**config.mk**
```make
export PLATFORM = sky130hd
export DESIGN_NAME = chain_temperature_fan_regulator_top_flat
export DESIGN_NICKNAME = d
export VERILOG_FILES = /design/src/design/ctf_pkg.sv /design/src/design/ctf_in_if.sv /design/src/design/ctf_out_if.sv /design/src/design/chain_temperature_fan_regulator_top.sv /design/src/design/ctf_chain_eval.sv /design/src/design/ctf_regulator.sv /design/src/flat_wrapper.sv
export SDC_FILE = /design/constraint.sdc
export NUM_CORES = 1
export LEC_CHECK = 0
export CAP_MARGIN = 20
export CELL_PAD_IN_SITES_DETAIL_PLACEMENT = 1
export CELL_PAD_IN_SITES_GLOBAL_PLACEMENT = 1
export CORE_MARGIN = 1.5
export CORE_UTILIZATION = 37
export CTS_CLUSTER_DIAMETER = 100
export DETAILED_ROUTE_END_ITERATION = 7
export DONT_BUFFER_PORTS = 1
export HOLD_SLACK_MARGIN = 0.12
export MAX_ROUTING_LAYER = met4
export PLACE_DENSITY_LB_ADDON = 0.1
export REMOVE_ABC_BUFFERS = 1
export SETUP_SLACK_MARGIN = 0.2
export SLEW_MARGIN = 20
export SYNTH_ARGS = -nofsm -noshare
export SYNTH_HDL_FRONTEND = slang
export SYNTH_SLANG_ARGS = --single-unit
```
**constraint.sdc**
```tcl
create_clock -name clk -period 14.1 [get_ports clk]
set_input_delay 1.41 -clock clk [delete_from_list [all_inputs] [get_ports clk]]
set_output_delay 1.41 -clock clk [all_outputs]
set_load 0.005 [all_outputs]
```
**src/design/ctf_pkg.sv**
```systemverilog
// Package for the chain temperature fan regulator.
// Holds codes, field widths, constants, structs and the duty polarity function.
// No dependencies; every other design file imports it.
package ctf_pkg;

	localparam int CODE_W  = 12;
	localparam int SPEED_W = 7;
	localparam int INDEX_W = 3;

	localparam logic [SPEED_W-1:0] STEP_SPEED = 7'd5;
	localparam logic [SPEED_W-1:0] MIN_SPEED  = 7'd10;
	localparam logic [SPEED_W-1:0] MAX_SPEED  = 7'd100;
	localparam logic [CODE_W-1:0]  DEADBAND   = 12'd3;
	localparam logic [CODE_W-1:0]  MOVE_MIN   = 12'd2;
	localparam logic [1:0]         HOLD_MAX   = 2'd3;

	// Configuration register indexes
	typedef enum logic [INDEX_W-1:0] {
		REG_HOT_LIMIT,
		REG_COOL_LIMIT,
		REG_DANGER,
		REG_TARGET,
		REG_DEFAULT_SPEED,
		REG_PWM_INV
	} reg_idx_t;

	typedef struct packed {
		logic [CODE_W-1:0]  hot_limit;
		logic [CODE_W-1:0]  cool_limit;
		logic [CODE_W-1:0]  danger;
		logic [CODE_W-1:0]  target;
		logic [SPEED_W-1:0] default_speed;
		logic               pwm_inverted;
	} cfg_t;

	typedef struct packed {
		logic              chain_absent;
		logic [CODE_W-1:0] high_read_a;
		logic [CODE_W-1:0] high_read_b;
		logic [CODE_W-1:0] high_read_c;
		logic [CODE_W-1:0] low_read_a;
		logic [CODE_W-1:0] low_read_b;
		logic [CODE_W-1:0] low_read_c;
		logic [CODE_W-1:0] average_read;
		logic              round_end;
	} item_t;

	// Per-chain verdict handed from the chain checker to the regulator
	typedef struct packed {
		logic              error;
		logic              update;
		logic              shutdown;
		logic [CODE_W-1:0] hot;
	} chain_res_t;

	typedef struct packed {
		logic               duty_valid;
		logic [SPEED_W-1:0] fan_duty;
	} duty_t;

	// Apply output polarity to a speed percent
	function automatic logic [SPEED_W-1:0] polarity(input logic inv,
			input logic [SPEED_W-1:0] speed);
		return inv ? (MAX_SPEED - speed) : speed;
	endfunction

endpackage

```
**src/design/ctf_in_if.sv**
```systemverilog
// Input channel of the chain temperature fan regulator: one chain report per beat.
// Depends on ctf_pkg for field widths.
interface ctf_in_if import ctf_pkg::*; ();
	logic              valid;
	logic              ready;
	logic              chain_absent;
	logic [CODE_W-1:0] high_read_a;
	logic [CODE_W-1:0] high_read_b;
	logic [CODE_W-1:0] high_read_c;
	logic [CODE_W-1:0] low_read_a;
	logic [CODE_W-1:0] low_read_b;
	logic [CODE_W-1:0] low_read_c;
	logic [CODE_W-1:0] average_read;
	logic              round_end;

	modport source (output valid, chain_absent, high_read_a, high_read_b, high_read_c,
		low_read_a, low_read_b, low_read_c, average_read, round_end, input ready);
	modport sink (input valid, chain_absent, high_read_a, high_read_b, high_read_c,
		low_read_a, low_read_b, low_read_c, average_read, round_end, output ready);
endinterface

```
**src/design/ctf_out_if.sv**
```systemverilog
// Output channel of the chain temperature fan regulator: one result per beat.
// Depends on ctf_pkg for field widths.
interface ctf_out_if import ctf_pkg::*; ();
	logic               valid;
	logic               ready;
	logic               chain_error;
	logic               chain_shutdown;
	logic               duty_valid;
	logic [SPEED_W-1:0] fan_duty;

	modport source (output valid, chain_error, chain_shutdown, duty_valid, fan_duty,
		input ready);
	modport sink (input valid, chain_error, chain_shutdown, duty_valid, fan_duty,
		output ready);
endinterface

```
**src/design/chain_temperature_fan_regulator_top.sv**
```systemverilog
// Top level of the chain temperature fan regulator.
// Depends on ctf_pkg, ctf_in_if, ctf_out_if, ctf_chain_eval and ctf_regulator.
//
// One chain report is accepted per clock cycle while the output side is not stalled, and
// every report yields exactly one result: it is held in the input register, then the
// window checks and the loop update run in a single pass into the result register.
// in.ready follows out.ready combinationally, so a stalled output holds at most one
// result and one report.
// Configuration writes (index 0..5, data in the low bits of cfg_data) are taken at once
// and belong in idle periods; writing the cool limit also restarts the round figure.
module chain_temperature_fan_regulator_top import ctf_pkg::*; (
	input  logic               clk,
	input  logic               arst_n,
	input  logic               cfg_we,
	input  logic [INDEX_W-1:0] cfg_index,
	input  logic [CODE_W-1:0]  cfg_data,
	ctf_in_if.sink             in_ch,
	ctf_out_if.source          out_ch
);

	cfg_t       cfg_q;
	item_t      item_s1;
	logic       valid_s1;
	logic       out_valid_q;
	logic       err_q;
	logic       shut_q;
	duty_t      duty_q;
	logic       advance;
	logic       cool_wr;
	chain_res_t res;
	duty_t      duty;

	// Configuration registers
	always_ff @(posedge clk or negedge arst_n) begin
		if (!arst_n) begin
			cfg_q.hot_limit     <= 12'd0;
			cfg_q.cool_limit    <= 12'd4095;
			cfg_q.danger        <= 12'd0;
			cfg_q.target        <= 12'd2048;
			cfg_q.default_speed <= 7'd100;
			cfg_q.pwm_inverted  <= 1'b0;
		end else if (cfg_we) begin
			case (reg_idx_t'(cfg_index))
				REG_HOT_LIMIT:     cfg_q.hot_limit     <= cfg_data;
				REG_COOL_LIMIT:    cfg_q.cool_limit    <= cfg_data;
				REG_DANGER:        cfg_q.danger        <= cfg_data;
				REG_TARGET:        cfg_q.target        <= cfg_data;
				REG_DEFAULT_SPEED: cfg_q.default_speed <= cfg_data[SPEED_W-1:0];
				REG_PWM_INV:       cfg_q.pwm_inverted  <= cfg_data[0];
				default: begin
				end
			endcase
		end
	end

	assign cool_wr = cfg_we && (reg_idx_t'(cfg_index) == REG_COOL_LIMIT);

	// Handshake: the input stage moves on when the result register is free or drained
	assign advance     = valid_s1 && (!out_valid_q || out_ch.ready);
	assign in_ch.ready = !valid_s1 || advance;

	// Input register
	always_ff @(posedge clk or negedge arst_n) begin
		if (!arst_n)
			valid_s1 <= 1'b0;
		else if (in_ch.ready)
			valid_s1 <= in_ch.valid;
	end

	always_ff @(posedge clk) begin
		if (in_ch.valid && in_ch.ready) begin
			item_s1.chain_absent <= in_ch.chain_absent;
			item_s1.high_read_a  <= in_ch.high_read_a;
			item_s1.high_read_b  <= in_ch.high_read_b;
			item_s1.high_read_c  <= in_ch.high_read_c;
			item_s1.low_read_a   <= in_ch.low_read_a;
			item_s1.low_read_b   <= in_ch.low_read_b;
			item_s1.low_read_c   <= in_ch.low_read_c;
			item_s1.average_read <= in_ch.average_read;
			item_s1.round_end    <= in_ch.round_end;
		end
	end

	ctf_chain_eval u_eval (
		.item (item_s1),
		.cfg  (cfg_q),
		.res  (res)
	);

	ctf_regulator u_reg (
		.clk       (clk),
		.arst_n    (arst_n),
		.step      (advance),
		.round_end (item_s1.round_end),
		.res       (res),
		.cfg       (cfg_q),
		.cool_wr   (cool_wr),
		.cool_data (cfg_data),
		.duty      (duty)
	);

	// Result register: load on advance, drop on an accepted beat
	always_ff @(posedge clk or negedge arst_n) begin
		if (!arst_n)
			out_valid_q <= 1'b0;
		else if (advance)
			out_valid_q <= 1'b1;
		else if (out_ch.ready)
			out_valid_q <= 1'b0;
	end

	always_ff @(posedge clk) begin
		if (advance) begin
			err_q  <= res.error;
			shut_q <= res.shutdown;
			duty_q <= duty;
		end
	end

	assign out_ch.valid          = out_valid_q;
	assign out_ch.chain_error    = err_q;
	assign out_ch.chain_shutdown = shut_q;
	assign out_ch.duty_valid     = duty_q.duty_valid;
	assign out_ch.fan_duty       = duty_q.fan_duty;

	a_no_duty_quiet: assert property (@(posedge clk) disable iff (!arst_n)
		(out_valid_q && !duty_q.duty_valid) |-> duty_q.fan_duty == '0)
		else $error("fan duty nonzero without a duty issue");

	a_err_no_shut: assert property (@(posedge clk) disable iff (!arst_n)
		out_valid_q |-> !(err_q && shut_q))
		else $error("error chain flagged for shutdown");

	a_stage_kept: assert property (@(posedge clk) disable iff (!arst_n)
		(valid_s1 && !advance) |=> valid_s1)
		else $error("stalled report lost from input register");

endmodule

```
**src/design/ctf_chain_eval.sv**
```systemverilog
// Chain checker: forms hot and cool figures of one report and checks the window.
// Pure compare logic; depends on ctf_pkg.
module ctf_chain_eval import ctf_pkg::*; (
	input  item_t      item,
	input  cfg_t       cfg,
	output chain_res_t res
);

	// Smallest (or largest) nonzero of three codes; zero unless two are nonzero
	function automatic logic [CODE_W-1:0] pick(input logic [CODE_W-1:0] a,
			input logic [CODE_W-1:0] b, input logic [CODE_W-1:0] c, input logic largest);
		logic [CODE_W-1:0] v [3];
		logic [CODE_W-1:0] best;
		logic              seen;
		logic              two;
		v[0] = a;
		v[1] = b;
		v[2] = c;
		best = '0;
		seen = 1'b0;
		for (int i = 0; i < 3; i++) begin
			if (v[i] != '0) begin
				if (!seen || (largest ? (v[i] > best) : (v[i] < best)))
					best = v[i];
				seen = 1'b1;
			end
		end
		two = ((a != '0) && (b != '0)) || ((a != '0) && (c != '0)) ||
			((b != '0) && (c != '0));
		return two ? best : '0;
	endfunction

	logic [CODE_W-1:0] hot_fig;
	logic [CODE_W-1:0] cool_fig;
	logic              out_hot;
	logic              out_avg;
	logic              out_cool;

	assign hot_fig  = pick(item.high_read_a, item.high_read_b, item.high_read_c, 1'b0);
	assign cool_fig = pick(item.low_read_a, item.low_read_b, item.low_read_c, 1'b1);

	// Window checks on hot figure, average and cool figure
	assign out_hot  = (hot_fig > cfg.cool_limit) || (hot_fig < cfg.hot_limit);
	assign out_avg  = (item.average_read > cfg.cool_limit) ||
		(item.average_read < cfg.hot_limit);
	assign out_cool = (cool_fig > cfg.cool_limit) || (cool_fig < cfg.hot_limit);

	always_comb begin
		res.error    = !item.chain_absent && (out_hot || out_avg || out_cool);
		res.update   = !item.chain_absent && !(out_hot || out_avg || out_cool);
		res.shutdown = res.update && (hot_fig < cfg.danger);
		res.hot      = hot_fig;
	end

endmodule

```
**src/design/ctf_regulator.sv**
```systemverilog
// Fan regulator: keeps the round's hottest figure and steps the fan speed at round end.
// Holds the loop state registers; depends on ctf_pkg.
module ctf_regulator import ctf_pkg::*; (
	input  logic              clk,
	input  logic              arst_n,
	input  logic              step,
	input  logic              round_end,
	input  chain_res_t        res,
	input  cfg_t              cfg,
	input  logic              cool_wr,
	input  logic [CODE_W-1:0] cool_data,
	output duty_t             duty
);

	function automatic logic [CODE_W-1:0] absdiff(input logic [CODE_W-1:0] a,
			input logic [CODE_W-1:0] b);
		return (a > b) ? (a - b) : (b - a);
	endfunction

	logic [CODE_W-1:0]  round_hottest_q;
	logic [SPEED_W-1:0] fan_speed_q;
	logic [SPEED_W-1:0] issued_speed_q;
	logic [CODE_W-1:0]  issued_temp_q;
	logic [1:0]         hold_count_q;

	logic [CODE_W-1:0]  t;
	logic [SPEED_W-1:0] fs0;
	logic [SPEED_W-1:0] fs1;
	logic [SPEED_W-1:0] speed_dn;
	logic [SPEED_W-1:0] speed_up;
	logic [SPEED_W:0]   up_sum;
	logic               no_valid;
	logic               far;
	logic               held;
	logic               issue;

	// Round figure after this chain
	assign t = (res.update && (res.hot < round_hottest_q)) ? res.hot : round_hottest_q;

	// Load default speed when the stored speed is zero
	assign fs0 = (fan_speed_q != '0) ? fan_speed_q :
		((cfg.default_speed > MAX_SPEED) ? MAX_SPEED : cfg.default_speed);

	assign no_valid = (t == cfg.cool_limit) || (t == cfg.hot_limit);
	assign far      = absdiff(cfg.target, t) > DEADBAND;
	assign held     = far && (absdiff(t, issued_temp_q) < MOVE_MIN) &&
		(hold_count_q < HOLD_MAX);

	// Speed steps, clamped to the working range
	assign speed_dn = (fs0 > (MIN_SPEED + STEP_SPEED)) ? (fs0 - STEP_SPEED) : MIN_SPEED;
	assign up_sum   = {1'b0, fs0} + {1'b0, STEP_SPEED};
	assign speed_up = (up_sum < {1'b0, MAX_SPEED}) ? up_sum[SPEED_W-1:0] : MAX_SPEED;

	always_comb begin
		fs1 = fs0;
		if (far && !held) begin
			if (t > cfg.target)
				fs1 = speed_dn;
			else if (t < cfg.target)
				fs1 = speed_up;
		end
	end

	assign issue = !held && (fs1 != issued_speed_q);

	// Duty issued with this result
	always_comb begin
		duty.duty_valid = 1'b0;
		duty.fan_duty   = '0;
		if (round_end) begin
			if (no_valid) begin
				duty.duty_valid = 1'b1;
				duty.fan_duty   = polarity(cfg.pwm_inverted, MAX_SPEED);
			end else if (issue) begin
				duty.duty_valid = 1'b1;
				duty.fan_duty   = polarity(cfg.pwm_inverted, fs1);
			end
		end
	end

	// Advance loop state on each beat; reload the round figure on a cool limit write
	always_ff @(posedge clk or negedge arst_n) begin
		if (!arst_n) begin
			round_hottest_q <= 12'd4095;
			fan_speed_q     <= '0;
			issued_speed_q  <= '0;
			issued_temp_q   <= '0;
			hold_count_q    <= '0;
		end else if (cool_wr) begin
			round_hottest_q <= cool_data;
		end else if (step) begin
			if (round_end) begin
				round_hottest_q <= cfg.cool_limit;
				if (no_valid) begin
					fan_speed_q <= fs0;
				end else begin
					fan_speed_q <= fs1;
					if (held)
						hold_count_q <= hold_count_q + 2'd1;
					else if (far)
						hold_count_q <= '0;
					if (issue) begin
						issued_speed_q <= fs1;
						issued_temp_q  <= t;
					end
				end
			end else begin
				round_hottest_q <= t;
			end
		end
	end

	a_speed_range: assert property (@(posedge clk) disable iff (!arst_n)
		fan_speed_q <= MAX_SPEED)
		else $error("fan speed above full scale");

	a_issued_range: assert property (@(posedge clk) disable iff (!arst_n)
		issued_speed_q <= MAX_SPEED)
		else $error("issued speed above full scale");

	a_hold_clear: assert property (@(posedge clk) disable iff (!arst_n)
		(step && round_end && !cool_wr && !no_valid && far && !held) |=> hold_count_q == '0)
		else $error("hold count not cleared on a speed step");

endmodule
```
**src/flat_wrapper.sv**
```systemverilog
// flat-port wrapper written by rule: the top's interface ports become plain ports
module chain_temperature_fan_regulator_top_flat import ctf_pkg::*;
  (clk, arst_n, cfg_we, cfg_index, cfg_data, in_ch_valid, in_ch_chain_absent, in_ch_high_read_a, in_ch_high_read_b, in_ch_high_read_c, in_ch_low_read_a, in_ch_low_read_b, in_ch_low_read_c, in_ch_average_read, in_ch_round_end, in_ch_ready, out_ch_valid, out_ch_chain_error, out_ch_chain_shutdown, out_ch_duty_valid, out_ch_fan_duty, out_ch_ready);
  ctf_in_if in_ch_i ();
  ctf_out_if out_ch_i ();
  input  logic clk;
  input  logic arst_n;
  input  logic cfg_we;
  input  logic [INDEX_W-1:0] cfg_index;
  input  logic [CODE_W-1:0] cfg_data;
  input wire logic [$bits(in_ch_i.valid)-1:0] in_ch_valid;
  input wire logic [$bits(in_ch_i.chain_absent)-1:0] in_ch_chain_absent;
  input wire logic [$bits(in_ch_i.high_read_a)-1:0] in_ch_high_read_a;
  input wire logic [$bits(in_ch_i.high_read_b)-1:0] in_ch_high_read_b;
  input wire logic [$bits(in_ch_i.high_read_c)-1:0] in_ch_high_read_c;
  input wire logic [$bits(in_ch_i.low_read_a)-1:0] in_ch_low_read_a;
  input wire logic [$bits(in_ch_i.low_read_b)-1:0] in_ch_low_read_b;
  input wire logic [$bits(in_ch_i.low_read_c)-1:0] in_ch_low_read_c;
  input wire logic [$bits(in_ch_i.average_read)-1:0] in_ch_average_read;
  input wire logic [$bits(in_ch_i.round_end)-1:0] in_ch_round_end;
  output wire logic [$bits(in_ch_i.ready)-1:0] in_ch_ready;
  output wire logic [$bits(out_ch_i.valid)-1:0] out_ch_valid;
  output wire logic [$bits(out_ch_i.chain_error)-1:0] out_ch_chain_error;
  output wire logic [$bits(out_ch_i.chain_shutdown)-1:0] out_ch_chain_shutdown;
  output wire logic [$bits(out_ch_i.duty_valid)-1:0] out_ch_duty_valid;
  output wire logic [$bits(out_ch_i.fan_duty)-1:0] out_ch_fan_duty;
  input wire logic [$bits(out_ch_i.ready)-1:0] out_ch_ready;
  assign in_ch_i.valid = in_ch_valid;
  assign in_ch_i.chain_absent = in_ch_chain_absent;
  assign in_ch_i.high_read_a = in_ch_high_read_a;
  assign in_ch_i.high_read_b = in_ch_high_read_b;
  assign in_ch_i.high_read_c = in_ch_high_read_c;
  assign in_ch_i.low_read_a = in_ch_low_read_a;
  assign in_ch_i.low_read_b = in_ch_low_read_b;
  assign in_ch_i.low_read_c = in_ch_low_read_c;
  assign in_ch_i.average_read = in_ch_average_read;
  assign in_ch_i.round_end = in_ch_round_end;
  assign in_ch_ready = in_ch_i.ready;
  assign out_ch_valid = out_ch_i.valid;
  assign out_ch_chain_error = out_ch_i.chain_error;
  assign out_ch_chain_shutdown = out_ch_i.chain_shutdown;
  assign out_ch_duty_valid = out_ch_i.duty_valid;
  assign out_ch_fan_duty = out_ch_i.fan_duty;
  assign out_ch_i.ready = out_ch_ready;
  chain_temperature_fan_regulator_top u_core (.clk(clk), .arst_n(arst_n), .cfg_we(cfg_we), .cfg_index(cfg_index), .cfg_data(cfg_data), .in_ch(in_ch_i), .out_ch(out_ch_i));
endmodule
```
==> metrics.txt <==
run status finished, violations left; violated checks design-rule violations; CTS Buf Count 17; ys async rst share 50.5%; max frequency 76.3 MHz; TNS Setup 0 ps; Slew HR 24.8%; first-pass GRT wire length 85.1 mm; number of detailed-route iterations in the first pass 8; fin crit share 92.9%; DRC Markers 2; Routed Antenna Nets 0; Vias 13642; worst slew pin tran 1120 ps; reg-to-reg slack, setup 990 ps; initial DRC count 851; post-synth cell types 98; Avg WL per Cell 24.9 microns; worst reg2reg path startpoint u_core.item_s1[34]$_DFFE_PP_; Post-Syn Area 15400 sq um; largest net degree at the start of global routing 99; Hold Path Cell Cnt 1; Final Setup Violations 0; Critical Path AT 13370 ps; Crit path largest cell delay 690 ps; R2R cell count 47; Tot GR Track Use 27.1%; Hold Path End u_core.u_reg.hold_count_q[1]$_DFFE_PN0P_; initial antenna violation count 0; clk root buf clkbuf_16; post-layout min period 13110 ps; Die Area 43000 sq um; grt ovf 0; drt total wl 56.1 mm; Syn-to-layout area delta 10.6%; CTS tree done; drt via density 6.06; r2r endpoint u_core.out_ch.fan_duty[6]$_SDFFCE_PN0P_; Synth top cells by count ha_1, inv_1, nand2_1; Synth Flop Type edfxtp_1; Slowest-stage cell, CP o41ai_4; Post-Synthesis Cells 1673; core area 41000 sq um; Synth area leaders edfxtp_1, ha_1, dfrtp_1; Yosys top cell by area edfxtp_1; # clock sinks 194; critical path's most frequent cell ha_1; Setup Skew 18.5 ps; synth warn 0; final-report max-slew violation count 0; Diodes inserted 0; H-tree depth 4; hpwl dp 44.5 mm; Hold Fails Final Rpt 0; fill count 4716; Final GP Congestion 0.951; number of max-cap violations 0; Die Ht 207 microns; Crit. End Element flip-flop; share of the synthesized area in the top cell type 18.7%; clk buf depth 2; worst hold slack 500 ps; row count 74; Post-synth EDFFs 96; Critical Path Start Type flip-flop; post-layout net count 1989; Chip Width 207 microns; peak supply drop 0.120 mV; port bufs 0; synthesized flop and latch total 194; hold_sp u_core.u_reg.hold_count_q[1]$_DFFE_PN0P_; Worst Path Max Fanout 13; type of the worst min-delay path flip-flop to flip-flop; WS Path Type flip-flop to flip-flop; Synth Area per Inst 9.23 sq um; Req. time, crit path 14370 ps; vias in the first global route 13867; layout cell share with drive strength beyond 1 11.5%; Starting Density 37.6%; top-count cell post-synth ha_1; worst skew pair latency 510 ps; clock transition at the registers of the reported paths 80 ps; RSZ-0062 raised after global routing false; Seq/Total Area, Yosys 34.8%; LEAKAGE 7.11 nW; IO Pins 118; Power Dens Cells 199 nW/um^2
-- state kept, by name, summed over array words and instances, names as in the netlist, 2 cells and up --
register                      cells
u_core.u_reg.issued_temp_q       12
u_core.u_reg.round_hottest_q     12
u_core.item_s1                   86
u_core.u_reg.issued_speed_q       7
u_core.u_reg.hold_count_q         2
u_core.cfg_q                     56
u_core.u_reg.fan_speed_q          7
u_core.out_ch.fan_duty            7
-- cell type report --
| class | instances | area (sq um) | area share [%] |
|---|---|---|---|
| multi-input combinational | 1287 | 9390 | 55.0 |
| sequential | 194 | 5370 | 31.4 |
| tap | 532 | 666 | 3.90 |
| inverter | 142 | 533 | 3.12 |
| timing repair buffer | 64 | 531 | 3.11 |
| clock buffer | 17 | 425 | 2.49 |
| clock inverter | 15 | 163 | 0.952 |
-- critical path: cells and delay by family (launching register included) --
kind,cells,cell delay [ps]
xor gates and xnor gates,2,320
muxes,4,1450
DFF,1,420
AOI/OAI and AO/OA,20,5140
adders and majority gates,4,1380
buffers and inverters,5,1020
and+or+nand+nor,12,3120
-- layout by cell type, fill, tap and decap left out, types with 36 or more instances in the layout --
cell,n
mux2i_1,43
nand2_1,128
nand4_1,36
nor2_1,114
a21o_1,39
ha_1,174
o21ai_0,109
buf_4,60
xnor2_1,37
a21oi_1,99
dfrtp_1,70
a211oi_1,36
edfxtp_1,96
inv_1,141
-- per-stage QoR --
stage	area, sq um	power, W	util, %	instances	setup WS [ps]
after floorplan	15200	0.00218	-	1623	1520
after global placement	16200	0.00282	39.6	2201	197
after detailed placement	16200	0.00284	39.6	2201	-88.1
after CTS	16900	0.00337	41.2	2238	219
after global routing	17100	0.00365	41.6	2251	161
final	17100	0.00340	41.6	2251	994
-- how the worst max path moves through the flow --
stage | startpoint | end | slack [ps]
floorplan | u_core.item_s1[67]$_DFFE_PP_ | u_core.out_ch.fan_duty[6]$_SDFFCE_PN0P_ | 1520
global placement | u_core.item_s1[68]$_DFFE_PP_ | u_core.u_reg.issued_speed_q[0]$_DFFE_PN0P_ | 200
detailed placement | u_core.item_s1[66]$_DFFE_PP_ | u_core.u_reg.issued_speed_q[6]$_DFFE_PN0P_ | -90
CTS | u_core.item_s1[66]$_DFFE_PP_ | u_core.u_reg.issued_speed_q[2]$_DFFE_PN0P_ | 220
global route | u_core.item_s1[66]$_DFFE_PP_ | u_core.out_ch.fan_duty[6]$_SDFFCE_PN0P_ | 160
finish | u_core.item_s1[34]$_DFFE_PP_ | u_core.out_ch.fan_duty[6]$_SDFFCE_PN0P_ | 990
-- logic make-up (layout without fill, tap and decap cells) --
group	after synthesis	count (layout)	synth area share [%]
adder cells (fa/ha/maj)	178	178	14.6
flip-flops	194	194	34.8
AO/OA/AOI/OAI	506	506	22.5
multiplexers	78	78	5.33
AND/OR/NAND/NOR	480	480	15.4
buffers and inverters	192	238	4.83
XOR/XNOR	45	45	2.55
-- power by group --
group / switching [W] / internal [W] / total (W)
clock network: 0.000264 / 0.000238 / 0.000502
registers: 0.000104 / 0.000725 / 0.000828
logic: 0.00130 / 0.000774 / 0.00207
-- per-layer routing --
metal | share of wire, % | global-route usage [%] | wire [microns]
met5 | 0 | - | 0
met1 | 45 | 34.1 | 25000
met4 | 3.4 | 10.5 | 1930
met2 | 47 | 43.0 | 26700
met3 | 4.5 | 5.19 | 2540
-- repair_timing --
action / in CTS / in global routing
buffers inserted: 5 / 13
endpoints found under the setup margin: 23 / 35
hold buffers: 0 / 0
resized for setup: 0 / 18
pin swaps: 2 / 3
(Power assumes the default switching activity.)
